### src/design/aqli_pkg.sv
package aqli_pkg;

  localparam int PM_W    = 16;
  localparam int LEVEL_W = 3;
  localparam int SENS_W  = 3;
  localparam int HOLD_W  = 16;
  localparam int THR_W   = 6;
  localparam int NUM_THR = 4;
  localparam int CFG_IDX_W = 2;
  localparam int CFG_DATA_W = 16;

  localparam logic [SENS_W-1:0] SENS_MAX_ROW = 3'd5;

  localparam logic [CFG_IDX_W-1:0] CFG_SENSITIVITY       = 2'd0;
  localparam logic [CFG_IDX_W-1:0] CFG_SLOW_DROP_DISABLE = 2'd1;
  localparam logic [CFG_IDX_W-1:0] CFG_HOLD_SECONDS      = 2'd2;

  localparam logic [HOLD_W-1:0] HOLD_SECONDS_RESET = 16'd300;

  typedef enum logic {
    CMD_SAMPLE = 1'b0,
    CMD_TICK   = 1'b1
  } aqli_cmd_t;

  typedef struct packed {
    logic              cmd;
    logic [PM_W-1:0]   pm_value;
    logic              freeze;
    logic              sleeping;
  } aqli_in_t;

  typedef struct packed {
    logic [LEVEL_W-1:0] level;
    logic               display_off;
  } aqli_out_t;

  typedef struct packed {
    logic [SENS_W-1:0] sensitivity;
    logic              slow_drop_disable;
    logic [HOLD_W-1:0] hold_seconds;
  } aqli_cfg_t;

  typedef logic [NUM_THR-1:0][THR_W-1:0] thr_row_t;

  // Element 0 is the lowest threshold of the row.
  function automatic thr_row_t thr_row(input logic [SENS_W-1:0] row);
    thr_row_t r;
    case (row)
      3'd0:    r = {6'd10, 6'd5,  6'd3,  6'd2};
      3'd1:    r = {6'd30, 6'd10, 6'd3,  6'd2};
      3'd2:    r = {6'd35, 6'd15, 6'd4,  6'd2};
      3'd3:    r = {6'd35, 6'd20, 6'd8,  6'd3};
      3'd4:    r = {6'd40, 6'd25, 6'd8,  6'd4};
      default: r = {6'd50, 6'd35, 6'd12, 6'd6};
    endcase
    return r;
  endfunction

endpackage

### src/design/aqli_grade.sv
module aqli_grade import aqli_pkg::*; (
  input  logic [SENS_W-1:0]  sensitivity,
  input  logic [PM_W-1:0]    pm_value,
  output logic [LEVEL_W-1:0] target
);

  logic [SENS_W-1:0] row;
  thr_row_t          thr;
  logic [NUM_THR-1:0] above;

  assign row = (sensitivity > SENS_MAX_ROW) ? SENS_MAX_ROW : sensitivity;
  assign thr = thr_row(row);

  always_comb begin
    for (int i = 0; i < NUM_THR; i++) begin
      above[i] = pm_value >= {{(PM_W-THR_W){1'b0}}, thr[i]};
    end
  end

  // Thresholds rise along the row, so the level is the count of thresholds met.
  always_comb begin
    if (!above[0]) begin
      target = 3'd0;
    end else if (!above[1]) begin
      target = 3'd1;
    end else if (!above[2]) begin
      target = 3'd2;
    end else if (!above[3]) begin
      target = 3'd3;
    end else begin
      target = 3'd4;
    end
  end

endmodule

### src/design/aqli_state.sv
module aqli_state import aqli_pkg::*; (
  input  logic               clk,
  input  logic               rst,
  input  logic               advance,
  input  aqli_in_t           item,
  input  aqli_cfg_t          cfg,
  input  logic [LEVEL_W-1:0] target,
  output logic [LEVEL_W-1:0] level_next
);

  logic [LEVEL_W-1:0] shown_level;
  logic               drop_pending;
  logic [HOLD_W-1:0]  hold_countdown;
  logic               drop_pending_next;
  logic [HOLD_W-1:0]  hold_countdown_next;
  logic [HOLD_W-1:0]  cd_base;

  always_comb begin
    level_next          = shown_level;
    drop_pending_next   = drop_pending;
    hold_countdown_next = hold_countdown;
    cd_base = cfg.slow_drop_disable ? '0 : hold_countdown;
    if (item.cmd == CMD_TICK) begin
      if (drop_pending && (hold_countdown != '0)) begin
        hold_countdown_next = hold_countdown - 1'b1;
      end
    end else if (!item.freeze) begin
      hold_countdown_next = cd_base;
      if (target < shown_level) begin
        if (!drop_pending) begin
          drop_pending_next = 1'b1;
        end else if (cd_base == '0) begin
          level_next          = shown_level - 1'b1;
          hold_countdown_next = cfg.hold_seconds;
        end
      end else begin
        drop_pending_next   = 1'b0;
        hold_countdown_next = cfg.hold_seconds;
        level_next          = target;
      end
    end
  end

  always_ff @(posedge clk) begin
    if (rst) begin
      shown_level    <= '0;
      drop_pending   <= 1'b0;
      hold_countdown <= '0;
    end else if (advance) begin
      shown_level    <= level_next;
      drop_pending   <= drop_pending_next;
      hold_countdown <= hold_countdown_next;
    end
  end

endmodule

### src/design/air_quality_level_indicator.sv
// Air quality level indicator. Each accepted word is either a concentration
// sample or a one-second tick, and each gives exactly one result word with the
// shown level (0 blue to 4 purple) and the display blanking flag. A word is
// held in an input register, graded and applied to the level state, and lands
// in the result register, so one word is taken every cycle while the output
// is not stalled. Registers are written through cfg_we, cfg_index and
// cfg_data: 0 sensitivity, 1 slow_drop_disable, 2 hold_seconds (reset 300).
// Write them only while no word is in flight.
module air_quality_level_indicator import aqli_pkg::*; (
  input  logic                  clk,
  input  logic                  rst,
  input  logic                  in_valid,
  output logic                  in_ready,
  input  aqli_in_t              in_data,
  output logic                  out_valid,
  input  logic                  out_ready,
  output aqli_out_t             out_data,
  input  logic                  cfg_we,
  input  logic [CFG_IDX_W-1:0]  cfg_index,
  input  logic [CFG_DATA_W-1:0] cfg_data
);

  aqli_cfg_t          cfg;
  logic               s1_valid;
  aqli_in_t           s1_data;
  logic               advance;
  logic [LEVEL_W-1:0] target;
  logic [LEVEL_W-1:0] level_next;

  always_ff @(posedge clk) begin
    if (rst) begin
      cfg.sensitivity       <= '0;
      cfg.slow_drop_disable <= 1'b0;
      cfg.hold_seconds      <= HOLD_SECONDS_RESET;
    end else if (cfg_we) begin
      case (cfg_index)
        CFG_SENSITIVITY:       cfg.sensitivity       <= cfg_data[SENS_W-1:0];
        CFG_SLOW_DROP_DISABLE: cfg.slow_drop_disable <= cfg_data[0];
        CFG_HOLD_SECONDS:      cfg.hold_seconds      <= cfg_data[HOLD_W-1:0];
        default: ;
      endcase
    end
  end

  assign advance  = s1_valid && (!out_valid || out_ready);
  assign in_ready = !s1_valid || advance;

  always_ff @(posedge clk) begin
    if (rst) begin
      s1_valid <= 1'b0;
    end else if (in_ready) begin
      s1_valid <= in_valid;
    end
  end

  always_ff @(posedge clk) begin
    if (in_ready && in_valid) begin
      s1_data <= in_data;
    end
  end

  aqli_grade u_grade (
    .sensitivity (cfg.sensitivity),
    .pm_value    (s1_data.pm_value),
    .target      (target)
  );

  aqli_state u_state (
    .clk        (clk),
    .rst        (rst),
    .advance    (advance),
    .item       (s1_data),
    .cfg        (cfg),
    .target     (target),
    .level_next (level_next)
  );

  always_ff @(posedge clk) begin
    if (rst) begin
      out_valid <= 1'b0;
    end else if (advance) begin
      out_valid <= 1'b1;
    end else if (out_ready) begin
      out_valid <= 1'b0;
    end
  end

  always_ff @(posedge clk) begin
    if (advance) begin
      out_data.level       <= level_next;
      out_data.display_off <= s1_data.sleeping;
    end
  end

endmodule

### config.mk
export PLATFORM = sky130hd
export DESIGN_NAME = air_quality_level_indicator
export DESIGN_NICKNAME = d
export VERILOG_FILES = /design/src/design/aqli_pkg.sv /design/src/design/aqli_grade.sv /design/src/design/aqli_state.sv /design/src/design/air_quality_level_indicator.sv
export SDC_FILE = /design/constraint.sdc
export NUM_CORES = 1
export LEC_CHECK = 0
export BUFFER_PORTS_ARGS = -buffer_cell sky130_fd_sc_hd__buf_2
export CAP_MARGIN = 20
export CORE_MARGIN = 3
export CORE_UTILIZATION = 45
export CTS_CLUSTER_SIZE = 14
export DETAILED_ROUTE_END_ITERATION = 10
export PLACE_DENSITY = 0.63
export SLEW_MARGIN = 20
export SYNTH_ARGS = -nofsm -noshare
export SYNTH_HDL_FRONTEND = slang
export SYNTH_SLANG_ARGS = --single-unit
export TNS_END_PERCENT = 30
### constraint.sdc
create_clock -name clk -period 11.2 [get_ports clk]
set_input_delay 1.12 -clock clk [delete_from_list [all_inputs] [get_ports clk]]
set_output_delay 1.12 -clock clk [all_outputs]
set_load 0.1 [all_outputs]
# After elaboration in Yosys (flattened, before gate mapping)
# Index checks and enable logic that the tools add are counted.
[word_totals] in_bits=42 ff_bits=65 word_cells=70 output_inout_bits=6
[classes] magnitude_cmp=6 n_mux=21 addsub=2 bitwise=2 reduce_logical=17 n_eq_ne=8
[op_table] cell="case mux 24 bit (5 select lines)" count=1
[op_table] cell="2-to-1 mux 16 bit" count=7
[op_table] cell="greater-or-equal comparator 16 x 6 -> 1 bit" count=4
[op_table] cell="2-to-1 mux 3 bit" count=10
[op_table] cell="zero test 16 bit" count=1
[op_table] cell="nonzero test 16 bit" count=1
[op_table] cell="subtractor 16 x 1 -> 16 bit (second input constant)" count=1
[op_table] cell="== test 3 x 2 -> 1 bit (second input constant)" count=2
[op_table] cell="AND reduction 2 bit" count=3
[op_table] cell="AND reduction 3 bit" count=2
[op_table] cell="inequality test 2 x 1 -> 1 bit (second input constant)" count=2
[op_table] cell="== test 3 x 1 -> 1 bit (second input constant)" count=1
[op_table] cell="== test 3 bit (second input constant)" count=1
[op_table] cell="> comparator 3 bit (second input constant)" count=1
[op_table] cell="logical AND 1 bit" count=3
[op_table] cell="zero test 3 bit" count=1
[op_table] cell="< comparator 3 bit" count=1
[op_table] cell="2-to-1 mux 1 bit" count=3
[op_table] cell="subtractor 3 x 1 -> 3 bit (second input constant)" count=1
[op_table] cell="== test 2 x 1 -> 1 bit (second input constant)" count=1
[op_table] cell="== test 2 bit (second input constant)" count=1
[op_table] cell="zero test 1 bit" count=2
[op_table] cell="zero test 2 bit" count=1
[op_table] cell="logical OR 1 bit" count=2
[op_table] cell="2 further kinds" count=3

# Depth between registers and ports, before layout
# Gate-level depths: netlist of run 1.
[logic_depth] word_depth=13 depth_mapped=21 mapped_depth_nobuf=19

# Hierarchy
# Synthesis of run 1 repeated with hierarchy kept, for this count alone.
[hier_totals] cells_unflattened=413 area_unflattened_um2=3960.0
[modules_own_cells] module="aqli_state" seq_area_each_um2=400.4 area_per_inst_um2=1675.4 n_inst=1 cells_each=217
[modules_own_cells] module="air_quality_level_indicator" seq_area_each_um2=1131.1 area_per_inst_um2=1656.6 n_inst=1 cells_each=120
[modules_own_cells] module="aqli_grade" seq_area_each_um2=0.0 area_per_inst_um2=628.1 n_inst=1 cells_each=76

# Worst setup path before layout of run 1
# OpenSTA, ideal clock, no wires.
[synth_timing] path_type="register -> register" start="register, netlist name cfg[18]" end="register u_state.hold_countdown[13]" path_slack_ps=7214 synth_period_minus_slack_ps=3986 path_stages_with_launch=21 required_ps=11072 path_buffers=2 arrival_time_ps=3859 setup_ps=128 cell_sequence="dfxtp_1 clkbuf_1 inv_1 nor2_1 o21bai_1 ha_1 a31oi_1 nor2b_1 o2111ai_1 o2bb2ai_1 or3_1 inv_1 ha_1 a211o_1 nor4b_1 o21ai_0 o21ai_2 buf_6 mux2_2 a21oi_1 nor2_1"
[synth_between] elab_chain_cells=13 elab_cells_between_ends=20 classes_between="order compare (6); eq/ne (4); mux (9); reduce/logical (1)"
[synth_rtl] item="> comparator 3 bit" line_no="aqli_grade.sv:11" text="assign row = (sensitivity > SENS_MAX_ROW) ? SENS_MAX_ROW : sensitivity;"
[synth_rtl] item="2-to-1 mux 3 bit (*)" line_no="aqli_grade.sv:11"
[synth_rtl] item="== test 3 bit (tied with other cells)" line_no="aqli_pkg.sv:48" text="case (row)"
[synth_rtl] item="case mux 24 bit (5 select lines) (*)" line_no="aqli_pkg.sv:48"
[synth_rtl] item="greater-or-equal comparator 16 x 6 -> 1 bit" line_no="aqli_grade.sv:16" text="above[i] = pm_value >= {{(PM_W-THR_W){1'b0}}, thr[i]};"
[synth_rtl] item="2-to-1 mux 3 bit" line_no="aqli_grade.sv:28" text="end else if (!above[3]) begin"
[synth_rtl] item="2-to-1 mux 3 bit" line_no="aqli_grade.sv:26" text="end else if (!above[2]) begin"
[synth_rtl] item="2-to-1 mux 3 bit" line_no="aqli_grade.sv:24" text="end else if (!above[1]) begin"
[synth_rtl] item="2-to-1 mux 3 bit (*)" line_no="aqli_grade.sv:22" text="if (!above[0]) begin"
[synth_rtl] item="< comparator 3 bit (*)" line_no="aqli_state.sv:29" text="if (target < shown_level) begin"
[synth_rtl] item="2-to-1 mux 16 bit (*)" line_no="aqli_state.sv:29"
[synth_rtl] item="2-to-1 mux 16 bit (*)" line_no="aqli_state.sv:27" text="end else if (!item.freeze) begin"
[synth_rtl] item="2-to-1 mux 16 bit (*)" line_no="aqli_state.sv:23" text="if (item.cmd == CMD_TICK) begin"
[synth_rtl] item="end signal: assignment" line_no="aqli_state.sv:52" text="hold_countdown <= hold_countdown_next;"
[synth_rtl] item="end: declaration" line_no="aqli_state.sv:13" text="logic [HOLD_W-1:0] hold_countdown;"
# Mark *: on every way between the ends. The rest lies on a longest branch, timed or not. The select of a mux whose other input is x is not followed.
# A chain may end at the register's enable or synchronous reset.

# Worst setup path in the final report of run 1
[layout_timing] start="register, netlist name cfg[17]" end="register u_state.hold_countdown[0]"
[layout_between] elab_chain_cells=13 elab_cells_between_ends=20 classes_between="order compare (6); eq/ne (4); mux (9); reduce/logical (1)"
[layout_rtl] item="> comparator 3 bit" line_no="aqli_grade.sv:11"
[layout_rtl] item="2-to-1 mux 3 bit (*)" line_no="aqli_grade.sv:11"
[layout_rtl] item="== test 3 bit (tied with other cells)" line_no="aqli_pkg.sv:48"
[layout_rtl] item="case mux 24 bit (5 select lines) (*)" line_no="aqli_pkg.sv:48"
[layout_rtl] item="greater-or-equal comparator 16 x 6 -> 1 bit" line_no="aqli_grade.sv:16"
[layout_rtl] item="2-to-1 mux 3 bit" line_no="aqli_grade.sv:28"
[layout_rtl] item="2-to-1 mux 3 bit" line_no="aqli_grade.sv:26"
[layout_rtl] item="2-to-1 mux 3 bit" line_no="aqli_grade.sv:24"
[layout_rtl] item="2-to-1 mux 3 bit (*)" line_no="aqli_grade.sv:22"
[layout_rtl] item="< comparator 3 bit (*)" line_no="aqli_state.sv:29"
[layout_rtl] item="2-to-1 mux 16 bit (*)" line_no="aqli_state.sv:29"
[layout_rtl] item="2-to-1 mux 16 bit (*)" line_no="aqli_state.sv:27"
[layout_rtl] item="2-to-1 mux 16 bit (*)" line_no="aqli_state.sv:23"
# Marked as above.

==> results.md, run 1 <==
- Across the routed clock network, the largest skew measured is 0.0113 ns.
- The number of detailed-route iterations in the first pass is 5.
- In this run, CTS created clock tree buffers numbering 9.
- The largest area contributor in the synthesized netlist is sky130_fd_sc_hd__dfxtp_1.
- The Yosys warning count is 0.
- In this run the static leakage power is 1.55 nW.
- The number of buffers between clock root and the deepest sink is 2.
- The worst hold path passes through 0 cells.
- The routed design has 8570 um of wire.
- Once placement finished, the instance area stood at 3910 sq um.
- The sequential cell area fraction in the yosys report is 42.0%.
- The number of different library cells used by synthesis comes to 58.
- Once the clock tree was built, the resizer swapped 0 gates to a different size.
- The number of pins exceeding their max-slew limit in the final report is 0.
- In the post-synthesis netlist, the biggest area contributors are sky130_fd_sc_hd__dfxtp_1, sky130_fd_sc_hd__edfxtp_1, sky130_fd_sc_hd__ha_1.
- The worst reg2reg path depth is 19.
- The clock transition time at the flip-flop clock pins of the worst setup and hold paths is 0.07 ns.
- STA classifies the critical path endpoint as a register.
- For hold timing, the worst endpoint is out_data[0].
- The number of enable-type register cells in the synthesized netlist is 23.
- The number of primary I/O pins is 48.
- Leaving out fill and tap cells, the most frequent cell in the layout is sky130_fd_sc_hd__nand2_1.
- In the final design database the tool counted 523 nets.
- The post-route setup TNS is 0 ns.
- The register-to-register setup slack is 6.39 ns.
- Data on the critical path arrives at its endpoint at 5.00 ns.
- The final number of hold-violating endpoints is 0.
- The critical path start-end classification is register to register.
- Using the TritonRoute via totals, the vias-per-cell ratio works out to 5.48.
- Counting every net in the synthesized netlist gives 488.
- The mean instance size in the synthesized netlist is 8.60 sq um.
- The initial antenna violation count is 0.
- Setup repair after global routing left no endpoint under its margin.
- Of all nets on the critical path, the largest fanout is 23.
- The share of synthesized registers carrying an async set or reset is 0%.
- The count of buffers added on input and output ports is 47.
- The final cell area excluding filler cells is 4100 sq um.
- The highest clock frequency the design can meet is 208 MHz.
- Hold repair after CTS inserted 0 buffers.
- The DRC violation count after routing is 0.
- TritonCTS built the clock tree.
- In the finished design, the share of the clock period the worst path needs comes to 42.9%.
- Across the VDD grid, the largest voltage drop is 61.3 uV.
- The final weighted congestion of routability-driven global placement is 0.964.
- The worst hold path class is register to register.
- The first global-routing pass estimated 14500 um of wire.
- The worst setup timing slack at the placement stage is 6.44 ns.
- The number of synthesized register bits is 65.
- Setup violations remaining at the end of the flow were counted as 0.
- The share of post-route cells with drive strength above 1 is 16.8%.
- In this run, the number of DRC markers left after iteration 0 of detailed routing was 260.
- The power per cell area is 130 nW/um^2.
- For this configuration, the core starts out at a cell density of 46.7%.
- The worst hold slack is 0.426 ns.
- The count of maximum capacitance violations is 0.
- The number of global-route vias before repair is 3015.
- The run finished with clean final reports.
- In the final routed layout, each cell accounts on average for 15.1 um.
- In the layout the commonest cells are sky130_fd_sc_hd__nand2_1, sky130_fd_sc_hd__nor2_1, sky130_fd_sc_hd__buf_2.
- Measured along the x axis, the die boundary spans 96.0 um.
- After layout, the worst setup slack is 6.39 ns.
- The placeable core region is 7810 sq um.
- For the pin with the worst max-slew slack, the measured transition is 1.06 ns.
- The startpoint of the worst-slack reg-to-reg timing path is cfg[17].
- The synthesized netlist occupies a cell area of 3650 sq um.
- Entering global routing, the biggest net connects 44 pins.
- For this run, the leading register cell type out of synthesis is sky130_fd_sc_hd__dfxtp_1.
- Of the post-synthesis cell area, the dominant cell type holds 23.1%.
- The number of cells produced by synthesis is 424.
- Global routing used 20.2% of the available tracks.
- The worst setup path is launched from a register.
- The vertical extent of the die is 96.0 um.
- The worst hold path begins at s1_data[0].
- The later pin in the worst-skew pair is clocked with a latency of 0.34 ns.
- The worst path required time is 11.39 ns.
- The number of levels the H-tree was split into is 3.
- Clock tree synthesis selected as its root buffer the cell sky130_fd_sc_hd__clkbuf_8.
- Measured against its own limit, the worst slew margin works out to 29.4%.
- The endpoint of the lowest-slack register-to-register path is u_state.hold_countdown[0].
- The floorplan row count is 32.
- The die covers 9220 sq um.
- The antenna cell count is 0.
- The final antenna-violating net count is 0.
- The remaining global-route overflow is 0.
- The number of clock sinks is 65.
- The via total after detailed routing is 3100.
- Relative to the synthesized area, the layout overhead comes to 12.5%.
- The count of buffers added by post-CTS timing repair for setup is 0.
- The worst path in the final design needs a cycle of 4.81 ns, including I/O delays and setup.
- The placed wire-length estimate after detailed placement is 6060 um.
[how the worst max path moves through the flow]
stage	startpoint	to	cells past startpoint
after floorplan	cfg[18]	u_state.hold_countdown[13]	20
after global placement	cfg[17]	u_state.hold_countdown[0]	19
after detailed placement	cfg[17]	u_state.hold_countdown[0]	19
after CTS	cfg[17]	u_state.hold_countdown[0]	19
after global routing	cfg[17]	u_state.hold_countdown[4]	19
final	cfg[17]	u_state.hold_countdown[0]	19
[flip-flops by register name (all words and copies together) (netlist names)]
register,count
cfg,20
s1_data,19
u_state.hold_countdown,16
out_data,4
u_state.shown_level,3
out_valid,1
s1_valid,1
u_state.drop_pending,1
[worst max-delay path: stages, from the launching register on]
cell                        delay, ns
sky130_fd_sc_hd__dfxtp_1         0.52
sky130_fd_sc_hd__nor2b_1         0.22
sky130_fd_sc_hd__inv_1           0.08
sky130_fd_sc_hd__nor2_1          0.21
sky130_fd_sc_hd__o21bai_1        0.16
sky130_fd_sc_hd__ha_1            0.16
sky130_fd_sc_hd__a31oi_1         0.08
sky130_fd_sc_hd__nor2b_1         0.16
sky130_fd_sc_hd__o2111ai_1       0.16
sky130_fd_sc_hd__o2bb2ai_1       0.19
sky130_fd_sc_hd__or3_1           0.40
sky130_fd_sc_hd__inv_1           0.07
sky130_fd_sc_hd__ha_1            0.25
sky130_fd_sc_hd__a211o_1         0.31
sky130_fd_sc_hd__nor4b_1         0.42
sky130_fd_sc_hd__o21ai_0         0.17
sky130_fd_sc_hd__o21ai_2         0.36
sky130_fd_sc_hd__mux2_2          0.41
sky130_fd_sc_hd__a221oi_1        0.27
sky130_fd_sc_hd__nor2_1          0.06
[area by class of cell]
type	count	area [sq um]
Clock buffer	10	128
Timing Repair Buffer	47	235
Inverter	22	82.6
Multi-Input combinational cell	314	1930
Sequential cell	65	1530
Clock inverter	6	67.6
Fill cell	755	3700
Tap cell	102	128
[cell usage after synthesis (all sizes together), types with 2 or more instances]
library cell  number
o211ai             2
dfxtp             42
nor2b             12
xor2               2
nand2             51
nor4               4
a2111oi            3
inv               22
nand4              2
or3                3
o21a               2
buf                7
mux2               2
nand2b             3
o31ai              4
a31oi              9
o21ai             33
xnor2              2
nand3              7
a211o              2
nand3b             7
a32oi              2
and2               6
nor3              11
nor3b              2
nor2              49
clkbuf            16
a22oi              2
ha                22
a21oi             39
a211oi            12
o21bai             2
edfxtp            23
mux2i              4
[power breakdown]
part | internal [W] | switching [W]
Clock | 0.000104 | 0.0000966
Combinational | 0.0000259 | 0.0000435
Sequential | 0.000255 | 0.00000876
[metal layers]
layer | wire (um) | vias to the layer above | track usage [%]
li1 | - | 1587 | -
met1 | 4230 | 1421 | 29.5
met2 | 3720 | 81 | 29.5
met3 | 502 | 11 | 4.14
met4 | 114 | 0 | 6.75
met5 | 0 | - | 0
[kinds of logic after synthesis]
| family | after synthesis | synth area share, % |
|---|---|---|
| xor gates and xnor gates | 4 | 0.961 |
| DFF | 65 | 42.0 |
| adders and majority gates | 22 | 7.55 |
| and+or+nand+nor | 162 | 21.7 |
| muxes | 6 | 1.72 |
| buffers and inverters | 45 | 5.04 |
| AOI/OAI and AO/OA | 120 | 21.0 |
[stage by stage]
stage	cells	util, %	power, W
finish	566	52.6	0.000533
global route	566	52.6	0.000559
CTS	566	52.6	0.000538
detailed placement	550	50.1	0.000338
global placement	550	50.1	0.000336
floorplan	424	-	0.000317
Power figures use the tool's default switching activity.
==> run 2: changes to the inputs <==
- PLACE_DENSITY: 0.63 -> 0.65
- clock period: 11.2 -> 4.3 ns (I/O delays scaled with it)
==> results.md, run 2 (synthesis results as in run 1) <==
- The region available for standard cell placement spans 7810 sq um.
- The number of pins exceeding their max-slew limit in the final report is 0.
- For this run, the top clock speed supported by timing is 246 MHz.
- Of all nets on the critical path, the largest fanout is 8.
- The worst setup timing slack at the placement stage is -0.0905 ns.
- The finished layout holds 574 standard cells, fillers aside.
- In this run the critical register-to-register path is captured at u_state.hold_countdown[0].
- The initial utilization of the core area, before any placement, comes to 46.7%.
- The net count of the finished layout is 531.
- The final number of hold-violating endpoints is 0.
- The count of buffers added on input and output ports is 47.
- In the finished design, the share of the clock period the worst path needs comes to 94.7%.
- The critical path is of the register to register type.
- The number of fill cells in the layout is 727.
- The most frequent standard cell in the layout excluding fill and tap cells is sky130_fd_sc_hd__nand2_1.
- The number of antenna diodes in the final layout is 0.
- Traced cell by cell, the critical path runs through buf_4 > nor2_1 > inv_1 > nand2_1 > o21ai_0 > ha_1 > a21oi_1 > a21oi_1 > o2111ai_2 > o2bb2ai_2 > or3_1 > inv_1 > ha_1 > a211o_1 > nor4b_4 > o21ai_2 > o21ai_4 > mux2_4 > a221oi_2 > nor2_1.
- For this block, the via count after detailed routing is 3114.
- The die covers 9220 sq um.
- The finished cells cover 4260 sq um.
- No sink is reached through more buffers than the 2 on the longest clock path.
- Across the run, the number of max-cap violations was 0.
- At the later pin of the worst-skew pair, clock insertion delay measures 0.34 ns.
- The post-route setup TNS is 0 ns.
- In this run the number of H-tree levels came out at 3.
- The final antenna-violating net count is 0.
- The hold buffer count at CTS is 0.
- The startpoint of the worst-slack reg-to-reg timing path is cfg[19].
- The vertical extent of the die is 96.0 um.
- The setup check on the worst reg-to-reg path leaves a slack of 0.23 ns.
- Measured against its own limit, the worst slew margin works out to 30.8%.
- The highest cell delay on the worst timing path is 0.40 ns.
- Data on the critical path is required at its endpoint by 4.50 ns.
- Using the TritonRoute via totals, the vias-per-cell ratio works out to 5.43.
- The routed length per placed instance is 14.8 um.
- In the final layout, the share of cells above drive strength 1 is 19.9%.
- The number of global-route vias before repair is 2870.
- The initial antenna violation count came to 0.
- The transition time of the tightest slew-check pin is 1.04 ns.
- The horizontal die dimension is 96.0 um.
- The area growth from synthesis to final layout is 16.7%.
- The wire length of the first global-routing pass is 13800 um.
- The clock transition time at the flip-flop clock pins of the worst setup and hold paths is 0.07 ns.
- The run finished with clean final reports.
- The placed instance area is 3950 sq um.
- The register with the most flip-flops in the layout has 20 of them.
- The number of primary I/O pins is 48.
- After global routing the overflow that remains totals 0.
- The root buffer selected by CTS is sky130_fd_sc_hd__clkbuf_8.
- TritonCTS built the clock tree.
- The overall routing resource usage is 19.3%.
- The worst reg2reg path depth is 20.
- The worst hold path cell count is 1.
- The number of buffers created by CTS is 9.
- In this run the static leakage power is 1.61 nW.
- The worst setup skew after layout is 0.0110 ns.
- The power per cell area is 342 nW/um^2.
- The number of detailed-route iterations in the first pass is 5.
- In this run, placement finished with an instance count of 556.
- STA classifies the critical path endpoint as a register.
- The total wire length after detailed routing is 8490 um.
- Once routing completed, OpenROAD measured the worst setup slack at 0.229 ns.
- The startpoint kind of the worst setup timing path is a register.
- The floorplan row count is 32.
- The start point of the worst hold path is in_data[3].
- The data arrival time of the critical path is 4.27 ns.
- The post-route minimum period is 4.07 ns.
- The worst hold slack is 0.261 ns.
- The number of clock sinks is 65.
- The min-delay analysis places its worst path in the category primary input to register.
- Entering global routing, the biggest net connects 44 pins.
- The violation count after the first detailed-route iteration is 241.
- Detailed placement ended at an HPWL of 5960 um.
- The library cells used most frequently in the layout, excluding fill and tap cells, are sky130_fd_sc_hd__nand2_1, sky130_fd_sc_hd__nor2_1, sky130_fd_sc_hd__buf_2.
- The slowest stage of the critical path is the sky130_fd_sc_hd__or3_1 cell.
- The largest registers in the layout are cfg x20, s1_data x19, u_state.hold_countdown x16.
- The maximum ir drop on the vdd rail is 306 uV.
- For hold timing, the worst endpoint is s1_data[3].
- The count of final setup violators is 0.
- The register name with the most flops is cfg.
- The final weighted congestion of routability-driven global placement is 0.958.
- In the routed design, unresolved DRC markers number 0.
==> run 2: what timing repair did <==
item | 4_1_cts | 5_1_grt
setup buffers | 0 | 2
pin swaps | 0 | 3
resized for setup | 2 | 13
gates cloned | 0 | 0
setup endpoints to repair | 7 | 21
==> run 2: how the worst max path moves through the flow <==
stage            start                          to  cells past startpoint  slack (ns)
2_1_floorplan  cfg[18]  u_state.hold_countdown[13]                     20        0.31
3_3_place_gp   cfg[19]   u_state.hold_countdown[0]                     20        0.15
3_5_place_dp   cfg[18]   u_state.hold_countdown[0]                     18       -0.09
4_1_cts        cfg[19]   u_state.hold_countdown[0]                     20       0.003
5_1_grt        cfg[19]   u_state.hold_countdown[4]                     21       -0.05
6_report       cfg[19]   u_state.hold_countdown[0]                     20        0.23
==> run 2: worst max-delay path: cells and delay by family, from the launching register on <==
family | cells | cell delay [ns]
DFF | 1 | 0.36
and+or+nand+nor | 5 | 0.91
buffers and inverters | 3 | 0.29
muxes | 1 | 0.34
AOI/OAI and AO/OA | 9 | 1.46
adders and majority gates | 2 | 0.56
==> run 2: routing by layer <==
layer | global-route usage, % | routed length (um)
met5 | 0 | 0
met2 | 26.9 | 3630
met1 | 29.0 | 4170
met3 | 5.24 | 583
met4 | 5.33 | 109
==> run 2: layout make-up <==
cell class	instances	area, sq um	area share, %
flip-flops and latches	65	1530	36.0
clock inverters	6	91.3	2.15
well taps	102	128	3.00
multi-input cells	314	1990	46.8
repair buffers	55	303	7.11
clock buffers	10	128	3.00
inverters	22	82.6	1.94
==> run 2: report_power, final <==
part / switching, W / internal (W)
clock: 0.000253 / 0.000329
combinational: 0.000116 / 0.0000718
sequential: 0.0000221 / 0.000663
==> run 2: stage by stage <==
step / total power (W) / util [%]
2_1_floorplan: 0.000826 / -
3_3_place_gp: 0.000877 / 50.6
3_5_place_dp: 0.000880 / 50.6
4_1_cts: 0.00146 / 53.5
5_1_grt: 0.00152 / 54.5
6_report: 0.00145 / 54.5
